File: config.mk
export PLATFORM = sky130hd
export DESIGN_NAME = ctr_gain
export DESIGN_NICKNAME = d
export VERILOG_FILES = /design/src/sv/ctr_pkg.sv /design/src/sv/ctr_gain.sv
export SDC_FILE = /design/constraint.sdc
export NUM_CORES = 2
export LEC_CHECK = 0
export ABC_AREA = 1
export BUFFER_PORTS_ARGS = -buffer_cell sky130_fd_sc_hd__buf_4
export CAP_MARGIN = 20
export CORE_UTILIZATION = 55
export CTS_CLUSTER_DIAMETER = 200
export DETAILED_ROUTE_END_ITERATION = 10
export HOLD_SLACK_MARGIN = 0.15
export PLACE_DENSITY = 0.76
export SETUP_SLACK_MARGIN = 0.4
export SLEW_MARGIN = 10
export SYNTH_ARGS = -nofsm -noshare
export SYNTH_HDL_FRONTEND = slang
export SYNTH_SLANG_ARGS = --single-unit
File: constraint.sdc
create_clock -name i_clk -period 15.1 [get_ports i_clk]
set_clock_uncertainty 0.2 [all_clocks]
set_input_delay 3.02 -clock i_clk [delete_from_list [all_inputs] [get_ports i_clk]]
set_output_delay 3.02 -clock i_clk [all_outputs]
set_load 0.05 [all_outputs]
File: src/sv/ctr_pkg.sv
`timescale 1ns / 1ps
package ctr_pkg;

    // Datapath width: coordinates are scaled so their magnitude sits at
    // bit SCALE_MSB - 1, leaving headroom for the CORDIC growth.
    localparam int SCALE_MSB = 59;
    localparam int DATA_W    = 62;

    // Inverse CORDIC gain in Q32, and 1/(2*pi) in Q64.
    localparam logic [31:0] INV_GAIN   = 32'h9B74EDA8;
    localparam logic [63:0] INV_TWO_PI = 64'h28BE60DB9391054A;

    // Side flags that ride along with each word.
    typedef struct packed {
        logic on_axis;   // x and y both zero
        logic z_zero;
        logic z_neg;
    } t_flags;

    // Restoring long division, used only while building the table.
    function automatic logic [63:0] udiv64(logic [63:0] num, logic [63:0] den);
        logic [64:0] rem;
        logic [63:0] quo;
        int          b;
        rem = '0;
        quo = '0;
        for (b = 63; b >= 0; b--) begin
            rem = {rem[63:0], num[b]};
            if (rem >= {1'b0, den}) begin
                rem    = rem - {1'b0, den};
                quo[b] = 1'b1;
            end
        end
        return quo;
    endfunction

    function automatic logic [63:0] mul_hi64(logic [63:0] a, logic [63:0] b);
        logic [127:0] prod;
        prod = {64'd0, a} * {64'd0, b};
        return prod[127:64];
    endfunction

    // atan(2^-idx) in Q62 radians from its power series (idx >= 1).
    function automatic logic [63:0] atan_q62(int unsigned idx);
        logic [63:0] sum;
        logic [63:0] term;
        int unsigned e;
        int unsigned k;
        sum = '0;
        for (k = 0; k < 64; k++) begin
            e = idx * (2 * k + 1);
            if (e < 62) begin
                term = udiv64(64'd1 << (62 - e), 64'(2 * k + 1));
                if (k[0])
                    sum = sum - term;
                else
                    sum = sum + term;
            end
        end
        return sum;
    endfunction

    // Arctangent table entry in binary angle units, 2^aw per full turn.
    function automatic logic [63:0] atan_entry(int unsigned idx, int unsigned aw);
        logic [63:0] turns;
        if (idx == 0)
            return 64'd1 << (aw - 3);
        turns = mul_hi64(atan_q62(idx), INV_TWO_PI);
        return (turns + (64'd1 << (61 - aw))) >> (62 - aw);
    endfunction

endpackage

File: src/sv/ctr_gain.sv
`timescale 1ns / 1ps
module ctr_gain #(
    parameter int ANGLE_W = 32
) (
    input  logic                             i_clk,
    input  logic                             i_rst_n,
    input  logic                             i_en,
    input  logic                             i_valid,
    input  logic signed [ctr_pkg::DATA_W-1:0] i_mag,
    input  logic signed [ctr_pkg::DATA_W-1:0] i_z,
    input  logic        [ANGLE_W-1:0]        i_ra,
    input  ctr_pkg::t_flags                  i_flags,
    output logic                             o_valid,
    output logic signed [ctr_pkg::DATA_W-1:0] o_mag,
    output logic signed [ctr_pkg::DATA_W-1:0] o_z,
    output logic        [ANGLE_W-1:0]        o_ra,
    output ctr_pkg::t_flags                  o_flags
);
    import ctr_pkg::*;

    localparam int HI_W = DATA_W - 32;

    // Stage A: split the magnitude and multiply both halves.
    logic                     r_va;
    logic [DATA_W-1:0]        r_hi;
    logic [63:0]              r_lo;
    logic signed [DATA_W-1:0] r_za;
    logic [ANGLE_W-1:0]       r_raa;
    t_flags                   r_fa;

    // Stage B: add the partial products.
    logic                     r_vb;
    logic signed [DATA_W-1:0] r_mag;
    logic signed [DATA_W-1:0] r_zb;
    logic [ANGLE_W-1:0]       r_rab;
    t_flags                   r_fb;
    logic [DATA_W-1:0]        n_mag;

    assign n_mag = r_hi + DATA_W'(r_lo[63:32]);

    always_ff @(posedge i_clk) begin
        if (!i_rst_n) begin
            r_va <= 1'b0;
            r_vb <= 1'b0;
        end else if (i_en) begin
            r_va <= i_valid;
            r_vb <= r_va;
        end
    end

    always_ff @(posedge i_clk) begin
        if (i_en) begin
            r_hi  <= {{32{1'b0}}, i_mag[DATA_W-1:32]} * {{HI_W{1'b0}}, INV_GAIN};
            r_lo  <= {32'd0, i_mag[31:0]} * {32'd0, INV_GAIN};
            r_za  <= i_z;
            r_raa <= i_ra;
            r_fa  <= i_flags;
            r_mag <= signed'(n_mag);
            r_zb  <= r_za;
            r_rab <= r_raa;
            r_fb  <= r_fa;
        end
    end

    assign o_valid = r_vb;
    assign o_mag   = r_mag;
    assign o_z     = r_zb;
    assign o_ra    = r_rab;
    assign o_flags = r_fb;

endmodule

# Word-level counts from Yosys, hierarchy flattened
# Cells that the tools add are included.
[classes]
add_sub_neg = 1
multipliers = 2
[ops]
columns = ["operator", "n"]
rows = [
  ["$add 62x32->62", 1],
  ["$mul 32x29->61 const B", 1],
  ["$mul 30x29->59 const B", 1],
]
[totals]
regBits = 378
elab_cells = 18
output_inout_bits = 160
input_bits = 163

# Longest topological paths before layout
[depth]
depth_word = 1
mapped_depth = 27
ltp_nobuf = 27

# Least setup slack after synthesis
# OpenSTA, ideal clock, no wires.
[synth_path]
kind = "input -> register"
from = "in i_mag[8] in the netlist's numbering"
to = "reg r_lo[62], data pin"
setup_time_ns = 0.252
path_buffers = 0
path_stages = 24
required_ns = 14.648
t_arrival_ns = 8.365
setup_slack_ns = 6.283
cell_sequence = "inv_1 -> fa_1 -> fa_1 -> inv_1 -> fa_1 -> inv_1 -> fa_1 -> inv_1 -> fa_1 -> fa_1 -> fa_1 -> inv_1 -> fa_1 -> inv_1 -> ha_1 -> nand2_1 -> nor2_1 -> inv_1 -> nor3_1 -> nand2_1 -> nand3_1 -> nand2_1 -> nand3_1 -> nand2_1"
[synth_via]
elab_chain_len = 1
[synth_rtl]
columns = ["element", "line_no", "text"]
rows = [
  ["start, declared", "ctr_gain.sv:9", "input logic signed [ctr_pkg::DATA_W-1:0] i_mag,"],
  ["$mul 32x29->61", "ctr_gain.sv:54", "r_lo <= {32'd0, i_mag[31:0]} * {32'd0, INV_GAIN};"],
  ["end signal, assigned", "ctr_gain.sv:54", ""],
  ["end, declared", "ctr_gain.sv:26", "logic [63:0] r_lo;"],
]
# No other way between the ends.
# A chain may end at the register's enable or synchronous reset.

# Worst setup path after layout
[layout_path]
from = "in i_mag[8] in the netlist's numbering"
to = "reg r_lo[38], data pin"
# The elaborated chain is that of the path after synthesis.

==> results.cfg <==
[hold_path]
hold_path_class = reg2reg
min_from = r_raa[3]$_DFFE_PP_
hold_end = o_ra[3]$_DFFE_PP_
hold_path_depth = 0

[logic_synthesis]
synth-warning-count = 0
synth_async_sr_flop_share_pct = 0
synth_top_area_share_pct = 32.6
yosys-top-cells-count = inv_1 (2068), nand2_1 (1353), fa_1 (884)
yosys.area.top_type = fa_1
synth_ff_type = edfxtp_1
ys_types = 34
syn_avg_cell_area_sq_um = 8.80
yosysMostFrequentCell = inv_1
syn_area_sq_mm = 0.0542
syn_inst = 6158
ys_seq_elements = 349
syn_nets = 7930
ys_seq_area_share_pct = 19.3
yosys-top-cells-area = fa_1 (33%), edfxtp_1 (19%), ha_1 (17%)
synth-edff-count = 347

[timing]
max_freq_mhz = 107
worst_slew_pin_slew_ns = 1.15
rsz0062_at_grt = false
min_period_ns = 9.39
hold_viol_final = 0
drv_slew = 0
worst_hold_slack_ns = 0.216
slew_headroom_pct = 22.8
finalSetupTns_ns = 0
post-route-period-util_pct = 62.2
setup_viol = 0

[cts]
cts_root_buffer = clkbuf_16
cts_hold_buf = 0
clk_latency_ns = 0.56
clk_pin_slew_ns = 0.06
postCtsSetupBuffers = 0
cts_buffers = 39
cts_tree = done
ctsResizeCount = 0
cts_sinks = 349
clock_path_buffers = 3
cts_htree_levels = 2

[die]
ioPinCount = 323
dieWidth_microns = 316
start_util_pct = 55.8
dieArea_sq_mm = 0.0998
die_h_microns = 316
fp.coreArea_sq_mm = 0.0971
rows = 114

[worst_setup_path]
timing.rr.end = o_mag[59]$_DFFE_PP_
cp_data_required_time_ns = 15.21
ff2ff_setup_slack_ns = 12.39
endpoint_kind = register
path_delay_family = adder cells
worst-path-buf-inv = 9
timing.rr.start = r_hi[3]$_DFFE_PP_
slowest_delay_ns = 0.53
startpoint_type = input pin
crit_cells = 25
arrival_ns = 9.50
reg2reg_depth = 13
worstSetupPathType = in2reg
slowest_stage = fa_1
cp_max_fo = 6

[grt]
grt-ovfl-total = 0
antenna_found_initial = 3
grt_pass1_vias = 41500
grt_max_degree = 125
grt_pass1_wl_mm = 238
track_usage_pct = 31.9

[final_layout]
multiInputGateArea_sq_mm = 0.0359
nets = 8296
drive_gt1_share_pct = 7.17
seq_area_sq_mm = 0.0105
syn_to_final_growth_pct = 9.73
fin_cells = 7829
stdcell_area_sq_mm = 0.0595
n_fill_cell = 8497

[placement]
gp_congestion = 1.02
dp_hpwl_mm = 137
dpl_cell_area_sq_mm = 0.0583
dp.cells = 7759
io_buffer_count = 322

[routing]
drtIter0Drc = 3055
firstDrtPassIters = 9
ant_nets = 0
wirelength_mm = 154
vias = 39600
avgRoutedWirePerCell_microns = 19.7
via_per_inst = 5.05
drc = 0

[job]
cap_viol_max_count = 0

[run_status]
status = finished clean
registers in the layout (all words and copies together) (netlist names), 32 cells and up:
name and flops:
o_ra 32, r_lo 32, o_z 62, r_hi 59
r_za 62, o_mag 62, r_raa 32
cell usage in the layout (no fill, tap or decap), drive strengths merged, types with 41 or more instances in the layout:
cell type,count
nor2,281
a21oi,95
nand4,41
buf,325
nand3,171
edfxtp,347
clkbuf,48
fa,884
inv,2085
nand2,1364
xor2,53
ha,725
kinds of logic (layout without fill, tap and decap cells):
group	Yosys count	count (layout)	synth area share, %
fa+ha+maj	1609	1609	49.4
simple gates	1926	1926	14.6
other cells	0	1	0
buf+inv	2081	2475	14.4
flops	349	349	19.3
xor+xnor	67	67	1.08
compound gates	126	126	1.23
worst register-to-register path: cells and delay by family (launching register included):
kind          cells  cell delay, ns
flops             1            0.46
fa+ha+maj         2            0.66
buf+inv           2            0.17
simple gates      9            0.98
metrics by stage:
| step | worst slack [ns] | util [%] |
|---|---|---|
| finish | 5.71 | 61.2 |
| global route | 5.54 | 61.2 |
| CTS | 5.81 | 61.2 |
| detailed placement | 5.23 | 60.0 |
| global placement | 5.25 | 60.0 |
| floorplan | 6.28 | - |
worst max path at each step:
stage | to | start
floorplan | r_lo[62]$_DFFE_PP_ | i_mag[8]
global placement | r_lo[38]$_DFFE_PP_ | i_mag[8]
detailed placement | r_lo[38]$_DFFE_PP_ | i_mag[8]
CTS | r_lo[38]$_DFFE_PP_ | i_mag[8]
global route | r_lo[38]$_DFFE_PP_ | i_mag[8]
finish | r_lo[38]$_DFFE_PP_ | i_mag[8]
cell type report:
class	instances	area share, %
Clock buffer	48	1.70
Sequential cell	349	17.6
Inverter	2081	13.1
Clock inverter	21	0.372
Timing Repair Buffer	325	4.11
Multi-Input combinational cell	3728	60.4
Tap cell	1276	2.68
Antenna cell	1	0.00421
routing by layer:
layer,GRT usage (%),share of wire [%],vias up
met4,6.13,2.0,2
met5,0,0.0052,-
met1,46.0,45,19300
met2,51.4,46,1288
met3,4.76,7.1,173
li1,-,-,18800
Power is left out: the tool's default activity adds up to more than one toggle a clock period on the data nets, which glitch-free logic cannot reach.
