[config.mk]
export PLATFORM = sky130hd
export DESIGN_NAME = ctr_cell
export DESIGN_NICKNAME = d
export VERILOG_FILES = /design/src/sv/ctr_pkg.sv /design/src/sv/ctr_cell.sv
export SDC_FILE = /design/constraint.sdc
export NUM_CORES = 1
export LEC_CHECK = 0
export BUFFER_PORTS_ARGS = -buffer_cell sky130_fd_sc_hd__buf_2
export CAP_MARGIN = 25
export CORE_ASPECT_RATIO = 0.9
export CORE_UTILIZATION = 29
export CTS_CLUSTER_SIZE = 8
export DETAILED_ROUTE_END_ITERATION = 10
export MAX_ROUTING_LAYER = met4
export PLACE_DENSITY = 0.59
export RECOVER_POWER = 25
export SLEW_MARGIN = 10
export SYNTH_ARGS = -nofsm -noshare
export SYNTH_HDL_FRONTEND = slang
export SYNTH_SLANG_ARGS = --single-unit
[constraint.sdc]
create_clock -name i_clk -period 4.85 [get_ports i_clk]
set_input_delay 0.2425 -clock i_clk [delete_from_list [all_inputs] [get_ports i_clk]]
set_output_delay 0.2425 -clock i_clk [all_outputs]
set_load 0.01 [all_outputs]
[src/sv/ctr_pkg.sv]
`timescale 1ns / 1ps
package ctr_pkg;

    // Datapath width: coordinates are scaled so their magnitude sits at
    // bit SCALE_MSB - 1, leaving headroom for the CORDIC growth.
    localparam int SCALE_MSB = 59;
    localparam int DATA_W    = 62;

    // Inverse CORDIC gain in Q32, and 1/(2*pi) in Q64.
    localparam logic [31:0] INV_GAIN   = 32'h9B74EDA8;
    localparam logic [63:0] INV_TWO_PI = 64'h28BE60DB9391054A;

    // Side flags that ride along with each word.
    typedef struct packed {
        logic on_axis;   // x and y both zero
        logic z_zero;
        logic z_neg;
    } t_flags;

    // Restoring long division, used only while building the table.
    function automatic logic [63:0] udiv64(logic [63:0] num, logic [63:0] den);
        logic [64:0] rem;
        logic [63:0] quo;
        int          b;
        rem = '0;
        quo = '0;
        for (b = 63; b >= 0; b--) begin
            rem = {rem[63:0], num[b]};
            if (rem >= {1'b0, den}) begin
                rem    = rem - {1'b0, den};
                quo[b] = 1'b1;
            end
        end
        return quo;
    endfunction

    function automatic logic [63:0] mul_hi64(logic [63:0] a, logic [63:0] b);
        logic [127:0] prod;
        prod = {64'd0, a} * {64'd0, b};
        return prod[127:64];
    endfunction

    // atan(2^-idx) in Q62 radians from its power series (idx >= 1).
    function automatic logic [63:0] atan_q62(int unsigned idx);
        logic [63:0] sum;
        logic [63:0] term;
        int unsigned e;
        int unsigned k;
        sum = '0;
        for (k = 0; k < 64; k++) begin
            e = idx * (2 * k + 1);
            if (e < 62) begin
                term = udiv64(64'd1 << (62 - e), 64'(2 * k + 1));
                if (k[0])
                    sum = sum - term;
                else
                    sum = sum + term;
            end
        end
        return sum;
    endfunction

    // Arctangent table entry in binary angle units, 2^aw per full turn.
    function automatic logic [63:0] atan_entry(int unsigned idx, int unsigned aw);
        logic [63:0] turns;
        if (idx == 0)
            return 64'd1 << (aw - 3);
        turns = mul_hi64(atan_q62(idx), INV_TWO_PI);
        return (turns + (64'd1 << (61 - aw))) >> (62 - aw);
    endfunction

endpackage

[src/sv/ctr_cell.sv]
`timescale 1ns / 1ps
module ctr_cell #(
    parameter int                 DATA_W  = 62,
    parameter int                 ANGLE_W = 32,
    parameter int                 SIDE_W  = 32,
    parameter int                 STAGE   = 0,
    parameter logic [ANGLE_W-1:0] ATAN    = '0
) (
    input  logic                       i_clk,
    input  logic                       i_rst_n,
    input  logic                       i_en,
    input  logic                       i_valid,
    input  logic signed [DATA_W-1:0]   i_x,
    input  logic signed [DATA_W-1:0]   i_y,
    input  logic        [ANGLE_W-1:0]  i_ang,
    input  logic        [SIDE_W-1:0]   i_side,
    input  ctr_pkg::t_flags            i_flags,
    output logic                       o_valid,
    output logic signed [DATA_W-1:0]   o_x,
    output logic signed [DATA_W-1:0]   o_y,
    output logic        [ANGLE_W-1:0]  o_ang,
    output logic        [SIDE_W-1:0]   o_side,
    output ctr_pkg::t_flags            o_flags
);
    import ctr_pkg::*;

    logic                      r_valid;
    logic signed [DATA_W-1:0]  r_x, r_y, n_x, n_y;
    logic        [ANGLE_W-1:0] r_ang, n_ang;
    logic        [SIDE_W-1:0]  r_side;
    t_flags                    r_flags;
    logic signed [DATA_W-1:0]  w_xs, w_ys;

    assign w_xs = i_x >>> STAGE;
    assign w_ys = i_y >>> STAGE;

    // Rotate toward y = 0 and track the angle turned.
    always_comb begin
        if (!i_y[DATA_W-1]) begin
            n_x   = i_x + w_ys;
            n_y   = i_y - w_xs;
            n_ang = i_ang + ATAN;
        end else begin
            n_x   = i_x - w_ys;
            n_y   = i_y + w_xs;
            n_ang = i_ang - ATAN;
        end
    end

    always_ff @(posedge i_clk) begin
        if (!i_rst_n) begin
            r_valid <= 1'b0;
        end else if (i_en) begin
            r_valid <= i_valid;
        end
    end

    always_ff @(posedge i_clk) begin
        if (i_en) begin
            r_x     <= n_x;
            r_y     <= n_y;
            r_ang   <= n_ang;
            r_side  <= i_side;
            r_flags <= i_flags;
        end
    end

    assign o_valid = r_valid;
    assign o_x     = r_x;
    assign o_y     = r_y;
    assign o_ang   = r_ang;
    assign o_side  = r_side;
    assign o_flags = r_flags;

endmodule

Yosys cells after proc, flatten, opt, wreduce, memory -nomap -nowiden
Cells that the tools add are included.
Storage, ports and cells
  bits in registers: 192
  input port bits: 195
  logic and storage cells: 13
  output and inout port bits: 192
Cells by class
  $add $sub $neg: 3
  muxes and demuxes: 2
Operator list (number)
  2-to-1 mux 62 bit: 2
  subtractor 62 bit: 2
  adder 62 bit: 1

Depth between registers and ports, before layout
  word-level depth: 2
  mapped depth: 14
  gate-level depth less buffers: 13

Worst setup path after synthesis
No wires, ideal clock.
  path type: input to register
  start: input port i_x[0]
  end: register r_y[54] (netlist: o_y[54]) (data pin)
  path slack: 1.887 ns
  stages: 12
  data required time: 4.590 ns
  arrival time: 2.703 ns
  buffers on the path: 0
  library setup time: 0.260 ns
  cells stage by stage: ha_1 > fa_1 > nor2b_1 > o311a_1 > o211a_1 > o2111ai_2 > a21oi_2 > a21o_1 > a2111oi_4 > nor3_1 > a21oi_1 > xnor2_1
On the way
  word-level cells in the longest chain between the ends: 2
  elaborated cells on any way between the ends: 3
  classes of those cells: add/sub (2); mux (1)
RTL lines
  start: declaration: RTL line ctr_cell.sv:13  | input logic signed [DATA_W-1:0] i_x,
  subtractor 62 bit or adder 62 bit (tied branches): RTL line ctr_cell.sv:41, ctr_cell.sv:45
  2-to-1 mux 62 bit *: RTL line ctr_cell.sv:39  | if (!i_y[DATA_W-1]) begin
  net n_y[54]: RTL line ctr_cell.sv:28  | logic signed [DATA_W-1:0] r_x, r_y, n_x, n_y;
  end signal: assignment: RTL line ctr_cell.sv:61  | r_y <= n_y;
  end: declaration: RTL line ctr_cell.sv:28
The timed path passes the listed nets; every way through them passes the cells marked *.
A chain may end at the register's enable or synchronous reset.

Final worst setup path
  start: input port i_x[12]
  end: register r_x[57] (netlist: o_x[57]) (data pin)
On the way
  word-level cells in the longest chain between the ends: 2
  elaborated cells on any way between the ends: 3
  classes of those cells: add/sub (2); mux (1)
RTL lines
  adder 62 bit or subtractor 62 bit (tied branches): RTL line ctr_cell.sv:40, ctr_cell.sv:44
  2-to-1 mux 62 bit *: RTL line ctr_cell.sv:39
  net n_x[57]: RTL line ctr_cell.sv:28
  end signal: assignment: RTL line ctr_cell.sv:60  | r_x <= n_x;
  end: declaration: RTL line ctr_cell.sv:28
Marked as above.

==> summary.md <==
| Metric | Value |
|---|---|
| Async SR Flop Fraction | 0% |
| Number of flops mapped to enable cells by yosys | 190 |
| Peak supply drop | 0.000155 V |
| Setup violators final | 0 |
| Clock tree sinks | 191 |
| Post-Layout Cell Count | 3285 |
| Grt ovf | 0 |
| Via count | 17.8k |
| Failing checks | max-capacitance violations, max-slew violations |
| Detailed Place HPWL | 60.5 mm |
| Starting DRT DRC Count | 1604 |
| Drt wl/cell | 22.8 um |
| Synth unique cells | 91 |
| Filler cells | 6259 |
| Max FO, Critical Path | 16 |
| Clock Power Share | 24.7% |
| Drt drc | 0 |
| Leakage Power | 9.24 nW |
| Drt pass-1 iters | 5 |
| Final Slew Violations | 100 |
| Clock Skew | 0 ps |
| CP endpoint kind | flip-flop |
| Final nets | 2864 |
| Mapped Nets | 2459 |
| Core Area | 0.0600 mm2 |
| IO Pins | 387 |
| Fin crit share | 76.6% |
| Slew @ Worst Pin | 2890 ps |
| Area of the die | 0.0619 mm2 |
| Comb pwr share | 39.0% |
| Layout cell share with drive strength beyond 1 | 19.6% |
| Sw power | 2.42 mW |
| Hold slack final | 87.4 ps |
| Global-route wire length before repair | 109 mm |
| Routed wire length | 74.9 mm |
| Worst hold path type | input port to flip-flop |
| Warnings from Yosys | 0 |
| Max-capacitance violation count | 1 |
| CTS tree | built |
| Internal cell power | 3.71 mW |
| Synth Cell Area | 0.0177 mm2 |
| CTS Buffer Depth | 2 |
| CP required | 5080 ps |
| Number of vias per cell | 5.42 |
| Sequential share of power | 36.3% |
| Sw Ratio | 39.5% |
| Vias in the first global route | 17.2k |
| Setup TNS | 0 ps |
| Gr usage total | 24.3% |
| PD cells | 283 mW/mm2 |
| Die Y | 236 um |
| Mapped Cells | 2078 |
| Clock Latency Late Sink | 490 ps |
| F_max | 269 MHz |
| Initial antenna violation count | 8 |
| CTS Buf Count | 17 |
| Critical path arrival | 3950 ps |
| Sequential-to-total area share from yosys stat | 32.4% |
| Multi-input gate area | 0.0108 mm2 |
| H-tree depth | 4 |
| Worst setup SP type | input port |
| Buffers on Ports | 386 |
| Die width | 262 um |
| Post-detailed-route count of antenna-violating nets | 0 |
| Largest net degree at the start of global routing | 178 |
| Post-CTS Resized | 0 |
| Ys flop type | edfxtp_1 |
| Root buffer cell | clkbuf_16 |
| Row count | 85 |
| Status | finished, violations left |
| Seq. cell area | 0.00573 mm2 |
| R2R setup slack | 3670 ps |
| Post-synthesis register bit count | 191 |
| Slew HR | -92.4% |
| Setup CP Type | input port to flip-flop |
| Synthesis-to-layout area growth | 22.7% |
| GPL Wtd Cong | 0.925 |
| RSZ-0062 raised after global routing | no |
| Fin crit period | 3710 ps |
| Avg Synthesized Cell Area | 8.49 um2 |
| Initial Util | 29.4% |
| Fin. Hold Viols | 0 |
| CTS clk-pin slew, worst paths | 80 ps |
| Dpl cells | 3178 |
-- power groups by stage --
stage | clock [mW] | combinational [mW] | sequential (mW)
final | 1.51 | 2.39 | 2.22
after global routing | 1.62 | 2.57 | 2.24
after CTS | 1.57 | 2.36 | 2.22
after detailed placement | 0 | 2.31 | 2.26
after global placement | 0 | 2.31 | 2.25
after floorplan | 0 | 1.25 | 2.34
-- kinds of logic (layout without fill, tap and decap cells) --
family | Yosys count | count (layout) | share of synthesized area [%]
buffers and inverters | 289 | 707 | 6.58
AO/OA/AOI/OAI | 735 | 735 | 25.9
other | 0 | 6 | 0
adder cells (fa/ha/maj) | 186 | 186 | 13.3
XOR/XNOR | 119 | 119 | 5.90
multiplexers | 28 | 28 | 1.61
AND/OR/NAND/NOR | 530 | 530 | 14.2
flip-flops | 191 | 191 | 32.4
-- final cells by class --
cell class / instances / area share [%]
Timing Repair Buffer: 478 / 13.1
Clock inverter: 14 / 0.797
Inverter: 197 / 3.41
Multi-Input combinational cell: 1598 / 49.7
Tap cell: 783 / 4.52
Clock buffer: 18 / 1.98
Sequential cell: 191 / 26.4
Antenna cell: 6 / 0.0693
-- cell usage after synthesis (12+ instances only) --
cell type | instances | area [um2]
nand2b_1 | 13 | 81.3
edfxtp_1 | 190 | 5710
a21oi_1 | 289 | 1450
nand2_1 | 133 | 499
clkbuf_1 | 43 | 161
ha_1 | 183 | 2290
o21ai_0 | 149 | 746
xnor2_1 | 110 | 963
inv_1 | 184 | 691
o21bai_1 | 52 | 390
buf_1 | 14 | 52.6
and3_1 | 12 | 75.1
buf_2 | 23 | 115
nand3_1 | 41 | 205
a21o_1 | 27 | 203
mux2i_1 | 25 | 250
o31ai_1 | 33 | 248
nor3_1 | 43 | 215
o211ai_1 | 22 | 165
a31oi_1 | 22 | 138
nor4_1 | 26 | 163
o21a_1 | 19 | 143
nor2_1 | 172 | 646
nand4_1 | 32 | 200
a211oi_1 | 16 | 120
nor2b_1 | 20 | 125
-- registers in the layout, summed over array words and instances, names as in the netlist --
| name | cells |
|---|---|
| o_y | 61 |
| o_ang | 32 |
| o_x | 62 |
| o_side | 32 |
| o_flags | 3 |
| o_valid | 1 |
-- worst paths after layout --
kind / startpoint / to / cells past startpoint
max: i_x[12] / o_x[57] / 13
min: i_x[61] / o_y[61] / 2
max reg2reg: o_valid / o_valid / 3
min reg2reg: o_valid / o_valid / 3
-- through the flow --
stage	util, %	instance area [um2]	power [mW]	worst slack [ps]
floorplan	-	17700	3.59	1890
global placement	33.9	20400	4.57	700
detailed placement	33.9	20400	4.56	769
CTS	36.1	21700	6.16	1300
global route	36.1	21700	6.44	1030
finish	36.1	21700	6.12	1140
-- worst max-delay path, stage by stage --
cell and delay, ps:
buf_2 100, inv_1 40, ha_1 700, nand4_2 270, nor4_4 350, o211ai_1 280
a31oi_1 510, a31oi_1 270, o21ai_1 370, a21oi_1 200, o21a_1 240, a211oi_2 220
xnor2_1 130
-- routing by layer --
metal | track usage [%] | vias to the layer above | part of all wire (%)
met1 | 33.6 | 8648 | 48
met4 | 6.08 | 0 | 1.7
met5 | - | - | 0
met3 | 3.57 | 81 | 6.3
li1 | - | 8332 | -
met2 | 36.8 | 733 | 44
-- cell usage in the layout, fill, tap and decap left out, types with 6 or more instances in the layout --
cell	n
o31ai_1	33
and3_1	12
nor2b_1	20
nor4_1	26
a211oi_1	16
or2_2	7
xor2_1	9
nor2_1	172
nor3_1	43
dlygate4sd3_1	69
o21bai_1	52
clkbuf_16	17
nand4_1	32
nand3_1	41
nand2b_1	13
a31oi_1	22
edfxtp_1	190
o211ai_1	22
o31a_1	6
o21ai_1	11
inv_2	10
xnor2_1	110
diode_2	6
nand2_1	133
ha_1	183
a21oi_1	289
o22ai_1	6
mux2i_1	25
o21ai_0	149
or3_1	7
clkbuf_1	6
buf_2	378
o21a_1	19
buf_4	21
a21o_1	27
inv_1	184
-- timing repair --
| item | in CTS | in global routing |
|---|---|---|
| endpoints found under the hold margin | 68 | 0 |
| endpoints found under the setup margin | 0 | 0 |
| buffers inserted | 0 | 0 |
| hold buffers | 69 | 0 |
No activity file was read; power rests on OpenSTA's default activity.
